==> src/rtl/fpfa_pkg.sv <==
// Shared types, widths and codes of the fixed partition fit allocator.
package fpfa_pkg;

   // Field widths fixed by the channel format
   localparam int REQ_TYPE_BITS   = 2;
   localparam int INDEX_BITS      = 4;
   localparam int FIELD_SIZE_BITS = 16;
   localparam int STATUS_BITS     = 2;
   localparam int WASTE_BITS      = 16;

   // Control register widths
   localparam int POLICY_BITS    = 2;
   localparam int BLOCKS_BITS    = 5;
   localparam int CSR_INDEX_BITS = 1;
   localparam int CSR_DATA_BITS  = 5;

   // Defaults for the top level parameters
   localparam int DEF_MAX_PARTITIONS = 16;
   localparam int DEF_SIZE_BITS      = 16;

   // Depth of the command queue between front and back
   localparam int QUEUE_DEPTH = 2;

   localparam logic [BLOCKS_BITS-1:0] BLOCKS_RESET = 5'd16;

   typedef enum logic [REQ_TYPE_BITS-1:0] {
      REQ_LOAD  = 2'd0,
      REQ_CLEAR = 2'd1,
      REQ_ALLOC = 2'd2
   } req_code_type;

   typedef enum logic [STATUS_BITS-1:0] {
      STATUS_DONE   = 2'd0,
      STATUS_GRANT  = 2'd1,
      STATUS_NOFIT  = 2'd2,
      STATUS_BADIDX = 2'd3
   } status_type;

   typedef enum logic [POLICY_BITS-1:0] {
      POLICY_FIRST = 2'd0,
      POLICY_BEST  = 2'd1,
      POLICY_WORST = 2'd2,
      POLICY_NEXT  = 2'd3
   } policy_type;

   typedef enum logic [CSR_INDEX_BITS-1:0] {
      CSR_POLICY = 1'd0,
      CSR_BLOCKS = 1'd1
   } csr_index_type;

   // Classified command as seen by the back end
   typedef enum logic [2:0] {
      CMD_LOAD   = 3'd0,
      CMD_BADIDX = 3'd1,
      CMD_CLEAR  = 3'd2,
      CMD_ALLOC  = 3'd3,
      CMD_NOP    = 3'd4
   } cmd_kind_type;

   typedef struct packed {
      cmd_kind_type               kind;
      logic [INDEX_BITS-1:0]      index;
      logic [FIELD_SIZE_BITS-1:0] size;
   } cmd_type;

   typedef struct packed {
      policy_type             policy;
      logic [BLOCKS_BITS-1:0] blocks_in_use;
   } cfg_type;

endpackage

==> src/rtl/fpfa_req_if.sv <==
// Request channel: valid, ready and the request payload.
interface fpfa_req_if import fpfa_pkg::*; ();
   logic                       valid;
   logic                       ready;
   logic [REQ_TYPE_BITS-1:0]   req_type;
   logic [INDEX_BITS-1:0]      load_index;
   logic [FIELD_SIZE_BITS-1:0] partition_size;
   logic [FIELD_SIZE_BITS-1:0] request_size;

   modport source (output valid, req_type, load_index, partition_size, request_size,
                   input ready);
   modport sink (input valid, req_type, load_index, partition_size, request_size,
                 output ready);
endinterface

==> src/rtl/fpfa_rsp_if.sv <==
// Response channel: valid, ready and the result payload.
interface fpfa_rsp_if import fpfa_pkg::*; ();
   logic                   valid;
   logic                   ready;
   logic [STATUS_BITS-1:0] status;
   logic [INDEX_BITS-1:0]  granted_partition;
   logic [WASTE_BITS-1:0]  waste;

   modport source (output valid, status, granted_partition, waste, input ready);
   modport sink (input valid, status, granted_partition, waste, output ready);
endinterface

==> src/rtl/fixed_partition_fit_allocator.sv <==
// Top level of the fixed partition fit allocator: control registers, front, queue, back.
//
//   channel   direction  beat contents
//   req_ch    in         req_type, load_index, partition_size, request_size
//   rsp_ch    out        status, granted_partition, waste
//   csr_*     in         csr_write_en, csr_index, csr_wdata (policy, blocks_in_use)
//
// Load, clear and no-op requests are answered straight from the idle state; an
// allocate scans n = min(blocks_in_use, MAX_PARTITIONS) entries of the size table
// through its single read port, one partition a cycle.
// Reset clears the used marks, pointer and control state; sizes stay unwritten.
// Front and back stall independently through a two entry command queue.
module fixed_partition_fit_allocator import fpfa_pkg::*; #(
   parameter int MAX_PARTITIONS = DEF_MAX_PARTITIONS,
   parameter int SIZE_BITS      = DEF_SIZE_BITS
) (
   input  logic                      clock,
   input  logic                      reset,
   input  logic                      csr_write_en,
   input  logic [CSR_INDEX_BITS-1:0] csr_index,
   input  logic [CSR_DATA_BITS-1:0]  csr_wdata,
   fpfa_req_if.sink                  req_ch,
   fpfa_rsp_if.source                rsp_ch
);

   cfg_type cfg_ff, cfg_in;
   logic    push_valid, push_ready;
   cmd_type push_cmd;
   logic    pop_valid, pop_ready;
   cmd_type pop_cmd;

   // Control register writes
   always_comb begin
      cfg_in = cfg_ff;
      if (csr_write_en) begin
         unique case (csr_index)
            CSR_POLICY: cfg_in.policy        = policy_type'(csr_wdata[POLICY_BITS-1:0]);
            CSR_BLOCKS: cfg_in.blocks_in_use = csr_wdata[BLOCKS_BITS-1:0];
            default: begin
            end
         endcase
      end
   end

   always_ff @(posedge clock) begin
      if (reset) begin
         cfg_ff.policy        <= POLICY_FIRST;
         cfg_ff.blocks_in_use <= BLOCKS_RESET;
      end else begin
         cfg_ff <= cfg_in;
      end
   end

   fpfa_front #(
      .MAX_PARTITIONS (MAX_PARTITIONS)
   ) u_front (
      .clock      (clock),
      .reset      (reset),
      .req_ch     (req_ch),
      .push_valid (push_valid),
      .push_ready (push_ready),
      .push_cmd   (push_cmd)
   );

   fpfa_queue u_queue (
      .clock      (clock),
      .reset      (reset),
      .push_valid (push_valid),
      .push_ready (push_ready),
      .push_cmd   (push_cmd),
      .pop_valid  (pop_valid),
      .pop_ready  (pop_ready),
      .pop_cmd    (pop_cmd)
   );

   fpfa_back #(
      .MAX_PARTITIONS (MAX_PARTITIONS),
      .SIZE_BITS      (SIZE_BITS)
   ) u_back (
      .clock     (clock),
      .reset     (reset),
      .cfg       (cfg_ff),
      .pop_valid (pop_valid),
      .pop_ready (pop_ready),
      .pop_cmd   (pop_cmd),
      .rsp_ch    (rsp_ch)
   );

endmodule

==> src/rtl/fpfa_ram.sv <==
// Generic single write port RAM with a registered read port.
module fpfa_ram #(
   parameter int WIDTH = 16,
   parameter int DEPTH = 16
) (
   input  logic                     clock,
   input  logic                     we,
   input  logic [$clog2(DEPTH)-1:0] waddr,
   input  logic [WIDTH-1:0]         wdata,
   input  logic                     re,
   input  logic [$clog2(DEPTH)-1:0] raddr,
   output logic [WIDTH-1:0]         rdata
);

   logic [WIDTH-1:0] mem_ff [DEPTH];
   logic [WIDTH-1:0] rdata_ff;

   // Write and registered read
   always_ff @(posedge clock) begin
      if (we) begin
         mem_ff[waddr] <= wdata;
      end
      if (re) begin
         rdata_ff <= mem_ff[raddr];
      end
   end

   assign rdata = rdata_ff;

endmodule

==> src/rtl/fpfa_front.sv <==
// Front end: accept request beats, classify them and hand them to the queue.
module fpfa_front import fpfa_pkg::*; #(
   parameter int MAX_PARTITIONS = DEF_MAX_PARTITIONS
) (
   input  logic          clock,
   input  logic          reset,
   fpfa_req_if.sink      req_ch,
   output logic          push_valid,
   input  logic          push_ready,
   output cmd_type       push_cmd
);

   logic    hold_valid_ff, hold_valid_in;
   cmd_type hold_cmd_ff, hold_cmd_in;
   cmd_type class_cmd;
   logic    accept;

   // Classify the incoming beat
   always_comb begin
      class_cmd.index = req_ch.load_index;
      class_cmd.size  = req_ch.request_size;
      unique case (req_ch.req_type)
         REQ_LOAD: begin
            class_cmd.size = req_ch.partition_size;
            if (32'(req_ch.load_index) < 32'(MAX_PARTITIONS)) begin
               class_cmd.kind = CMD_LOAD;
            end else begin
               class_cmd.kind = CMD_BADIDX;
            end
         end
         REQ_CLEAR: class_cmd.kind = CMD_CLEAR;
         REQ_ALLOC: class_cmd.kind = CMD_ALLOC;
         default:   class_cmd.kind = CMD_NOP;
      endcase
   end

   // Hold one classified beat until the queue takes it
   assign req_ch.ready = !hold_valid_ff || push_ready;
   assign accept       = req_ch.valid && req_ch.ready;

   always_comb begin
      hold_valid_in = hold_valid_ff;
      hold_cmd_in   = hold_cmd_ff;
      if (hold_valid_ff && push_ready) begin
         hold_valid_in = 1'b0;
      end
      if (accept) begin
         hold_valid_in = 1'b1;
         hold_cmd_in   = class_cmd;
      end
   end

   always_ff @(posedge clock) begin
      if (reset) begin
         hold_valid_ff <= 1'b0;
      end else begin
         hold_valid_ff <= hold_valid_in;
      end
      hold_cmd_ff <= hold_cmd_in;
   end

   assign push_valid = hold_valid_ff;
   assign push_cmd   = hold_cmd_ff;

endmodule

==> src/rtl/fpfa_queue.sv <==
// Short command queue between the front and back ends.
module fpfa_queue import fpfa_pkg::*; (
   input  logic    clock,
   input  logic    reset,
   input  logic    push_valid,
   output logic    push_ready,
   input  cmd_type push_cmd,
   output logic    pop_valid,
   input  logic    pop_ready,
   output cmd_type pop_cmd
);

   localparam int PW = (QUEUE_DEPTH > 1) ? $clog2(QUEUE_DEPTH) : 1;
   localparam int CNTW = $clog2(QUEUE_DEPTH + 1);

   cmd_type         slot_ff [QUEUE_DEPTH];
   logic [PW-1:0]   wr_ptr_ff, wr_ptr_in;
   logic [PW-1:0]   rd_ptr_ff, rd_ptr_in;
   logic [CNTW-1:0] count_ff, count_in;
   logic            do_push, do_pop;

   assign push_ready = count_ff != CNTW'(QUEUE_DEPTH);
   assign pop_valid  = count_ff != '0;
   assign pop_cmd    = slot_ff[rd_ptr_ff];
   assign do_push    = push_valid && push_ready;
   assign do_pop     = pop_valid && pop_ready;

   // Advance pointers and occupancy
   always_comb begin
      wr_ptr_in = wr_ptr_ff;
      rd_ptr_in = rd_ptr_ff;
      count_in  = count_ff;
      if (do_push) begin
         wr_ptr_in = (wr_ptr_ff == PW'(QUEUE_DEPTH - 1)) ? '0 : wr_ptr_ff + PW'(1);
      end
      if (do_pop) begin
         rd_ptr_in = (rd_ptr_ff == PW'(QUEUE_DEPTH - 1)) ? '0 : rd_ptr_ff + PW'(1);
      end
      if (do_push && !do_pop) begin
         count_in = count_ff + CNTW'(1);
      end else if (do_pop && !do_push) begin
         count_in = count_ff - CNTW'(1);
      end
   end

   always_ff @(posedge clock) begin
      if (reset) begin
         wr_ptr_ff <= '0;
         rd_ptr_ff <= '0;
         count_ff  <= '0;
      end else begin
         wr_ptr_ff <= wr_ptr_in;
         rd_ptr_ff <= rd_ptr_in;
         count_ff  <= count_in;
      end
      if (do_push) begin
         slot_ff[wr_ptr_ff] <= push_cmd;
      end
   end

endmodule

==> src/rtl/fpfa_back.sv <==
// Back end: execute commands, scan the size table and drive the response beat.
module fpfa_back import fpfa_pkg::*; #(
   parameter int MAX_PARTITIONS = DEF_MAX_PARTITIONS,
   parameter int SIZE_BITS      = DEF_SIZE_BITS
) (
   input  logic       clock,
   input  logic       reset,
   input  cfg_type    cfg,
   input  logic       pop_valid,
   output logic       pop_ready,
   input  cmd_type    pop_cmd,
   fpfa_rsp_if.source rsp_ch
);

   localparam int IW = $clog2(MAX_PARTITIONS);
   localparam int CW = $clog2(MAX_PARTITIONS + 1);

   typedef enum logic {
      S_IDLE,
      S_SCAN
   } state_type;

   state_type              state_ff, state_in;
   logic [MAX_PARTITIONS-1:0] used_ff, used_in;
   logic [IW-1:0]          ptr_ff, ptr_in;
   logic [IW-1:0]          issue_idx_ff, issue_idx_in;
   logic [CW-1:0]          issue_cnt_ff, issue_cnt_in;
   logic                   eval_valid_ff, eval_valid_in;
   logic [IW-1:0]          eval_idx_ff, eval_idx_in;
   logic                   found_ff, found_in;
   logic [IW-1:0]          pick_ff, pick_in;
   logic [SIZE_BITS-1:0]   pick_size_ff, pick_size_in;
   logic [SIZE_BITS-1:0]   best_ff, best_in;
   logic [SIZE_BITS-1:0]   req_size_ff, req_size_in;
   logic [CW-1:0]          n_ff, n_in;
   logic                   out_valid_ff, out_valid_in;
   status_type             out_status_ff, out_status_in;
   logic [INDEX_BITS-1:0]  out_granted_ff, out_granted_in;
   logic [WASTE_BITS-1:0]  out_waste_ff, out_waste_in;

   logic                   ram_we, ram_re;
   logic [IW-1:0]          ram_waddr, ram_raddr;
   logic [SIZE_BITS-1:0]   ram_wdata, ram_rdata;

   logic [CW-1:0]          n_active;
   logic                   out_free;
   logic                   fit, take;
   logic [SIZE_BITS-1:0]   slack;

   fpfa_ram #(
      .WIDTH (SIZE_BITS),
      .DEPTH (MAX_PARTITIONS)
   ) u_size_table (
      .clock (clock),
      .we    (ram_we),
      .waddr (ram_waddr),
      .wdata (ram_wdata),
      .re    (ram_re),
      .raddr (ram_raddr),
      .rdata (ram_rdata)
   );

   // Number of partitions taking part in a search
   always_comb begin
      if (32'(cfg.blocks_in_use) < 32'(MAX_PARTITIONS)) begin
         n_active = CW'(cfg.blocks_in_use);
      end else begin
         n_active = CW'(MAX_PARTITIONS);
      end
   end

   assign out_free = !out_valid_ff || rsp_ch.ready;

   // Judge the entry read in the previous cycle
   assign fit   = !used_ff[eval_idx_ff] && (ram_rdata >= req_size_ff);
   assign slack = ram_rdata - req_size_ff;
   assign take  = eval_valid_ff && fit &&
                  (!found_ff ||
                   (cfg.policy == POLICY_BEST && slack < best_ff) ||
                   (cfg.policy == POLICY_WORST && slack > best_ff));

   always_comb begin
      state_in       = state_ff;
      used_in        = used_ff;
      ptr_in         = ptr_ff;
      issue_idx_in   = issue_idx_ff;
      issue_cnt_in   = issue_cnt_ff;
      eval_valid_in  = eval_valid_ff;
      eval_idx_in    = eval_idx_ff;
      found_in       = found_ff;
      pick_in        = pick_ff;
      pick_size_in   = pick_size_ff;
      best_in        = best_ff;
      req_size_in    = req_size_ff;
      n_in           = n_ff;
      out_valid_in   = out_valid_ff;
      out_status_in  = out_status_ff;
      out_granted_in = out_granted_ff;
      out_waste_in   = out_waste_ff;
      pop_ready      = 1'b0;
      ram_we         = 1'b0;
      ram_waddr      = IW'(pop_cmd.index);
      ram_wdata      = SIZE_BITS'(pop_cmd.size);
      ram_re         = 1'b0;
      ram_raddr      = issue_idx_ff;

      // Drop a response beat once taken
      if (out_valid_ff && rsp_ch.ready) begin
         out_valid_in = 1'b0;
      end

      unique case (state_ff)
         S_IDLE: begin
            if (pop_valid && out_free) begin
               pop_ready      = 1'b1;
               out_valid_in   = 1'b1;
               out_status_in  = STATUS_DONE;
               out_granted_in = '0;
               out_waste_in   = '0;
               unique case (pop_cmd.kind)
                  CMD_LOAD: begin
                     ram_we = 1'b1;
                  end
                  CMD_BADIDX: begin
                     out_status_in = STATUS_BADIDX;
                  end
                  CMD_CLEAR: begin
                     used_in = '0;
                     ptr_in  = '0;
                  end
                  CMD_ALLOC: begin
                     if (n_active == '0) begin
                        out_status_in = STATUS_NOFIT;
                     end else begin
                        // Start the scan; the result comes at its end
                        out_valid_in  = 1'b0;
                        req_size_in   = SIZE_BITS'(pop_cmd.size);
                        n_in          = n_active;
                        issue_cnt_in  = '0;
                        eval_valid_in = 1'b0;
                        found_in      = 1'b0;
                        if (cfg.policy == POLICY_NEXT && CW'(ptr_ff) < n_active) begin
                           issue_idx_in = ptr_ff;
                        end else begin
                           issue_idx_in = '0;
                        end
                        state_in = S_SCAN;
                     end
                  end
                  default: begin
                  end
               endcase
            end
         end

         S_SCAN: begin
            // Issue one table read a cycle, circularly from the start index
            if (issue_cnt_ff != n_ff) begin
               ram_re        = 1'b1;
               eval_valid_in = 1'b1;
               eval_idx_in   = issue_idx_ff;
               issue_cnt_in  = issue_cnt_ff + CW'(1);
               if (CW'(issue_idx_ff) + CW'(1) == n_ff) begin
                  issue_idx_in = '0;
               end else begin
                  issue_idx_in = issue_idx_ff + IW'(1);
               end
            end else begin
               eval_valid_in = 1'b0;
            end

            // Keep the best candidate so far
            if (take) begin
               found_in     = 1'b1;
               pick_in      = eval_idx_ff;
               pick_size_in = ram_rdata;
               best_in      = slack;
            end

            // Finish once every read has been judged
            if (issue_cnt_ff == n_ff && !eval_valid_ff) begin
               state_in       = S_IDLE;
               out_valid_in   = 1'b1;
               out_granted_in = '0;
               out_waste_in   = '0;
               if (found_ff) begin
                  used_in[pick_ff] = 1'b1;
                  if (cfg.policy == POLICY_NEXT) begin
                     if (CW'(pick_ff) + CW'(1) == n_ff) begin
                        ptr_in = '0;
                     end else begin
                        ptr_in = pick_ff + IW'(1);
                     end
                  end
                  out_status_in  = STATUS_GRANT;
                  out_granted_in = INDEX_BITS'(pick_ff);
                  out_waste_in   = WASTE_BITS'(pick_size_ff - req_size_ff);
               end else begin
                  out_status_in = STATUS_NOFIT;
               end
            end
         end

         default: begin
            state_in = S_IDLE;
         end
      endcase
   end

   always_ff @(posedge clock) begin
      if (reset) begin
         state_ff      <= S_IDLE;
         used_ff       <= '0;
         ptr_ff        <= '0;
         eval_valid_ff <= 1'b0;
         out_valid_ff  <= 1'b0;
      end else begin
         state_ff      <= state_in;
         used_ff       <= used_in;
         ptr_ff        <= ptr_in;
         eval_valid_ff <= eval_valid_in;
         out_valid_ff  <= out_valid_in;
      end
      issue_idx_ff   <= issue_idx_in;
      issue_cnt_ff   <= issue_cnt_in;
      eval_idx_ff    <= eval_idx_in;
      found_ff       <= found_in;
      pick_ff        <= pick_in;
      pick_size_ff   <= pick_size_in;
      best_ff        <= best_in;
      req_size_ff    <= req_size_in;
      n_ff           <= n_in;
      out_status_ff  <= out_status_in;
      out_granted_ff <= out_granted_in;
      out_waste_ff   <= out_waste_in;
   end

   assign rsp_ch.valid             = out_valid_ff;
   assign rsp_ch.status            = out_status_ff;
   assign rsp_ch.granted_partition = out_granted_ff;
   assign rsp_ch.waste             = out_waste_ff;

endmodule

==> src/flat_wrapper.sv <==
// flat-port wrapper written by rule: the top's interface ports become plain ports
module fixed_partition_fit_allocator_flat import fpfa_pkg::*;
#(
   parameter int MAX_PARTITIONS = DEF_MAX_PARTITIONS,
   parameter int SIZE_BITS      = DEF_SIZE_BITS
)
  (clock, reset, csr_write_en, csr_index, csr_wdata, req_ch_valid, req_ch_req_type, req_ch_load_index, req_ch_partition_size, req_ch_request_size, req_ch_ready, rsp_ch_valid, rsp_ch_status, rsp_ch_granted_partition, rsp_ch_waste, rsp_ch_ready);
  fpfa_req_if req_ch_i ();
  fpfa_rsp_if rsp_ch_i ();
  input  logic clock;
  input  logic reset;
  input  logic csr_write_en;
  input  logic [CSR_INDEX_BITS-1:0] csr_index;
  input  logic [CSR_DATA_BITS-1:0] csr_wdata;
  input wire logic [$bits(req_ch_i.valid)-1:0] req_ch_valid;
  input wire logic [$bits(req_ch_i.req_type)-1:0] req_ch_req_type;
  input wire logic [$bits(req_ch_i.load_index)-1:0] req_ch_load_index;
  input wire logic [$bits(req_ch_i.partition_size)-1:0] req_ch_partition_size;
  input wire logic [$bits(req_ch_i.request_size)-1:0] req_ch_request_size;
  output wire logic [$bits(req_ch_i.ready)-1:0] req_ch_ready;
  output wire logic [$bits(rsp_ch_i.valid)-1:0] rsp_ch_valid;
  output wire logic [$bits(rsp_ch_i.status)-1:0] rsp_ch_status;
  output wire logic [$bits(rsp_ch_i.granted_partition)-1:0] rsp_ch_granted_partition;
  output wire logic [$bits(rsp_ch_i.waste)-1:0] rsp_ch_waste;
  input wire logic [$bits(rsp_ch_i.ready)-1:0] rsp_ch_ready;
  assign req_ch_i.valid = req_ch_valid;
  assign req_ch_i.req_type = req_ch_req_type;
  assign req_ch_i.load_index = req_ch_load_index;
  assign req_ch_i.partition_size = req_ch_partition_size;
  assign req_ch_i.request_size = req_ch_request_size;
  assign req_ch_ready = req_ch_i.ready;
  assign rsp_ch_valid = rsp_ch_i.valid;
  assign rsp_ch_status = rsp_ch_i.status;
  assign rsp_ch_granted_partition = rsp_ch_i.granted_partition;
  assign rsp_ch_waste = rsp_ch_i.waste;
  assign rsp_ch_i.ready = rsp_ch_ready;
  fixed_partition_fit_allocator #(.MAX_PARTITIONS(MAX_PARTITIONS), .SIZE_BITS(SIZE_BITS)) u_core (.clock(clock), .reset(reset), .csr_write_en(csr_write_en), .csr_index(csr_index), .csr_wdata(csr_wdata), .req_ch(req_ch_i), .rsp_ch(rsp_ch_i));
endmodule
==> config.mk <==
export PLATFORM = sky130hd
export DESIGN_NAME = fixed_partition_fit_allocator_flat
export DESIGN_NICKNAME = d
export VERILOG_FILES = /design/src/rtl/fpfa_pkg.sv /design/src/rtl/fpfa_req_if.sv /design/src/rtl/fpfa_rsp_if.sv /design/src/rtl/fixed_partition_fit_allocator.sv /design/src/rtl/fpfa_ram.sv /design/src/rtl/fpfa_front.sv /design/src/rtl/fpfa_queue.sv /design/src/rtl/fpfa_back.sv /design/src/flat_wrapper.sv
export SDC_FILE = /design/constraint.sdc
export NUM_CORES = 1
export LEC_CHECK = 0
export BUFFER_PORTS_ARGS = -buffer_cell sky130_fd_sc_hd__buf_2
export CORE_MARGIN = 5
export CORE_UTILIZATION = 62
export DETAILED_ROUTE_END_ITERATION = 10
export HOLD_SLACK_MARGIN = 0.05
export PLACE_DENSITY = 0.83
export SLEW_MARGIN = 25
export SYNTH_ARGS = -nofsm -noshare
export SYNTH_HDL_FRONTEND = slang
export SYNTH_SLANG_ARGS = --single-unit
export TNS_END_PERCENT = 100
==> constraint.sdc <==
create_clock -name clock -period 7.2 [get_ports clock]
set_clock_uncertainty 0.2 [all_clocks]
set_input_delay 1.08 -clock clock [delete_from_list [all_inputs] [get_ports clock]]
set_output_delay 1.08 -clock clock [all_outputs]
set_load 0.02 [all_outputs]
==> metrics.txt <==
fin util=0.707; Hold Path Depth=0; internal power=5070 uW; Die Area=approximately 36000 um2; post-synthesis net count=approximately 1300; post-place instance area=20800 um2; synthesized instance count=1190; post-route ant nets=0; Sink Count=470; clock power share=0.354; number of flops mapped to enable cells by yosys=between 400 and 500; crit path max fanout=19; post-DR wirelength/cell=24.1 um; Die X=189 um; setup TNS=0 ns; fin crit share=0.661; RSZ-0062 raised after global routing=false; status=finished, final reports clean; initial core utilization=0.630; CP arrival=4.82 ns; Worst slew margin=0.356; I/O Pins=73; Area Growth Syn to Fin=12.2%; Worst R2R Path Depth=16; total gr overflow=0; final hold vios=0; DRC=0; clock root buffer master=clkbuf_16; Slew @ Worst Pin=between 0.9 and 1 ns; largest net degree at the start of global routing=67; ys async rst share=0; antenna violations before repair=0; Comb power frac=0.154; Yosys top cell by area=edfxtp_1; CP Class=register to register; post_cts resized=0; mapped cell area=19900 um2; Final Max Slew Viols=0; Finished Cell Area=22400 um2; CTS tree=built; Yosys warnings=0; post-synth top area share=0.654; ys flop type=edfxtp_1; n_diodes=0; clock-pin slew on the worst setup and hold paths=0.06 ns; initial drt markers=984; postcts setup bufs=0; # rows=between 60 and 70; Vert. Die Dim=189 um; Net Sw Frac=0.258; GP Congestion=0.880; Hold-fix buffers, CTS=0; GRT Util Overall=0.238; crit end category=register; P_sw=1760 uW; Max Cap Viol=0; commonest non-fill, non-tap cell in the layout=edfxtp_1; Leakage=0.00783 uW; TritonRoute pass-1 iters=5; Reg power frac=0.492; port bufs=72; fraction of layout cells with a size suffix above 1=0.223; vias in the first global route=~11000; fill cell count=1926; detailed placer's ending HPWL=26100 um; Worst-Skew Late Latency=0.58 ns; Hold WC Path Type=register to register; nets=1407; Req. time, crit path=7.26 ns; Startpoint Class=register; Finish-stage setup viols=0; commonest non-fill, non-tap cells in the layout=434 x edfxtp_1, 84 x mux4_2, 72 x buf_2; top post-synthesis cells by area=edfxtp_1 65%, mux4_2 9.5%, ha_1 3.8%; Netlist cell types=75; Tmin final=4.76 ns; Peak VDD IR=slightly above 0.3 mV; Max clock buf depth=3; sequential share of the synthesized area=0.690; Avg Inst Size Synth=16.7 um2; power per cell area=between 300 and 400 nW/um2; fmax=0.210 GHz; Vias/cell=6.33; global-route wire length before repair=65100 um; Yosys reg bits=470; cts bufs inserted=46; Core ar.=31600 um2; routed vias=10984; final WL=41900 um; H-tree Lvls=2
[area by class of cell]
cell class | instances | area, um2 | share of cell area
Tap cell | 402 | 503 | 0.0225
Clock inverter | 27 | 294 | 0.0132
Multi-Input combinational cell | 617 | 5750 | 0.257
Timing Repair Buffer | 97 | 579 | 0.0259
Inverter | 64 | 240 | 0.0107
Sequential cell | 470 | 13800 | 0.615
Clock buffer | 59 | 1240 | 0.0555
[kinds of logic (layout without fill, tap and decap cells)]
kind of cell               after synthesis  in the layout  synth area share
AOI/OAI and AO/OA                      155            155            0.0538
and+or+nand+nor                        239            239            0.0602
muxes                                  122            122             0.116
xor gates and xnor gates                39             39            0.0175
DFF                                    470            470             0.690
buffers and inverters                  103            247            0.0220
adders and majority gates               62             62            0.0397
[synth_stat cells (all sizes together) (3+ instances only)]
| cell type | number |
|---|---|
| nor3 | 20 |
| a211oi | 5 |
| a22o | 16 |
| o31a | 3 |
| xnor2 | 18 |
| o21ai | 29 |
| or4b | 3 |
| and2 | 10 |
| o211ai | 5 |
| buf | 23 |
| o2bb2ai | 4 |
| nor3b | 4 |
| nor2b | 14 |
| a21o | 9 |
| inv | 64 |
| clkbuf | 16 |
| nand3 | 15 |
| ha | 60 |
| nor2 | 73 |
| nand2 | 53 |
| nand4 | 9 |
| o21a | 6 |
| a211o | 3 |
| mux2i | 4 |
| o31ai | 5 |
| and3 | 10 |
| nand2b | 12 |
| a21oi | 43 |
| mux2 | 34 |
| a31oi | 3 |
| edfxtp | 434 |
| mux4 | 84 |
| dfxtp | 36 |
| or3 | 4 |
| xor2 | 21 |
[final timing paths]
kind	start	to	slack, ns
max	u_core.u_back.req_size_ff[0]	u_core.u_back.pick_size_ff[14]	2.44
min	u_core.u_front.push_cmd[13]	u_core.u_queue.slot_ff[1][13]	0.25
max reg2reg	u_core.u_back.req_size_ff[0]	u_core.u_back.pick_size_ff[14]	2.44
min reg2reg	u_core.u_front.push_cmd[13]	u_core.u_queue.slot_ff[1][13]	0.25
[registers in the layout, summed over array words and instances, names as in the netlist, 7 cells and up, named ones only]
register and count:
u_core.u_front.push_cmd 23, u_core.u_back.best_ff 16, u_core.u_back.pick_size_ff 16, u_core.cfg_ff 7
u_core.u_queue.slot_ff 46, u_core.u_back.req_size_ff 16, u_core.u_back.used_ff 16, u_core.u_back.u_size_table.rdata 16
u_core.u_back.u_size_table.mem_ff 256, u_core.u_back.rsp_ch.waste 16
[through the flow]
| stage | cells | hold slack, ns | total power, uW | setup slack [ns] |
|---|---|---|---|---|
| 3_5_place_dp | 1649 | 0.231 | 4440 | 2.35 |
| 4_1_cts | 1735 | 0.246 | 6870 | 2.27 |
| 2_1_floorplan | 1190 | 0.221 | 4130 | 2.02 |
| 5_1_grt | 1736 | 0.256 | 7090 | 2.14 |
| 6_report | 1736 | 0.246 | 6840 | 2.44 |
| 3_3_place_gp | 1647 | 0.222 | 4380 | 2.46 |
[worst max-delay path, stage by stage, from the launching register on]
cell and delay [ns]:
edfxtp_1 0.41, ha_1 0.26, fa_1 0.47, nand2b_1 0.20
a211oi_1 0.34, o21ai_0 0.16, a21boi_1 0.23, o41ai_1 0.13
xnor2_1 0.22, ha_1 0.30, a21oi_1 0.14, nand2_1 0.07
a221oi_1 0.27, o211ai_1 0.14, mux2i_1 0.19, nor2_4 0.48
buf_16 0.23
[power groups by stage]
stage / sequential [uW] / clock, uW / combinational, uW
after floorplan: 3460 / 0 / 666
after global placement: 3420 / 0 / 964
after detailed placement: 3420 / 0 / 1020
after CTS: 3370 / 2460 / 1040
after global routing: 3380 / 2570 / 1140
final: 3370 / 2420 / 1050
[layer usage]
metal / track usage / up-vias / part of all wire / wire, um
met5: 0 / - / 0 / 0
met2: 0.411 / 522 / 0.51 / 21200
li1: - / 4874 / - / -
met3: 0.0444 / 95 / 0.072 / 3020
met1: 0.315 / 5493 / 0.39 / 16500
met4: 0.0698 / 0 / 0.026 / 1110
Power figures use the tool's default switching activity.
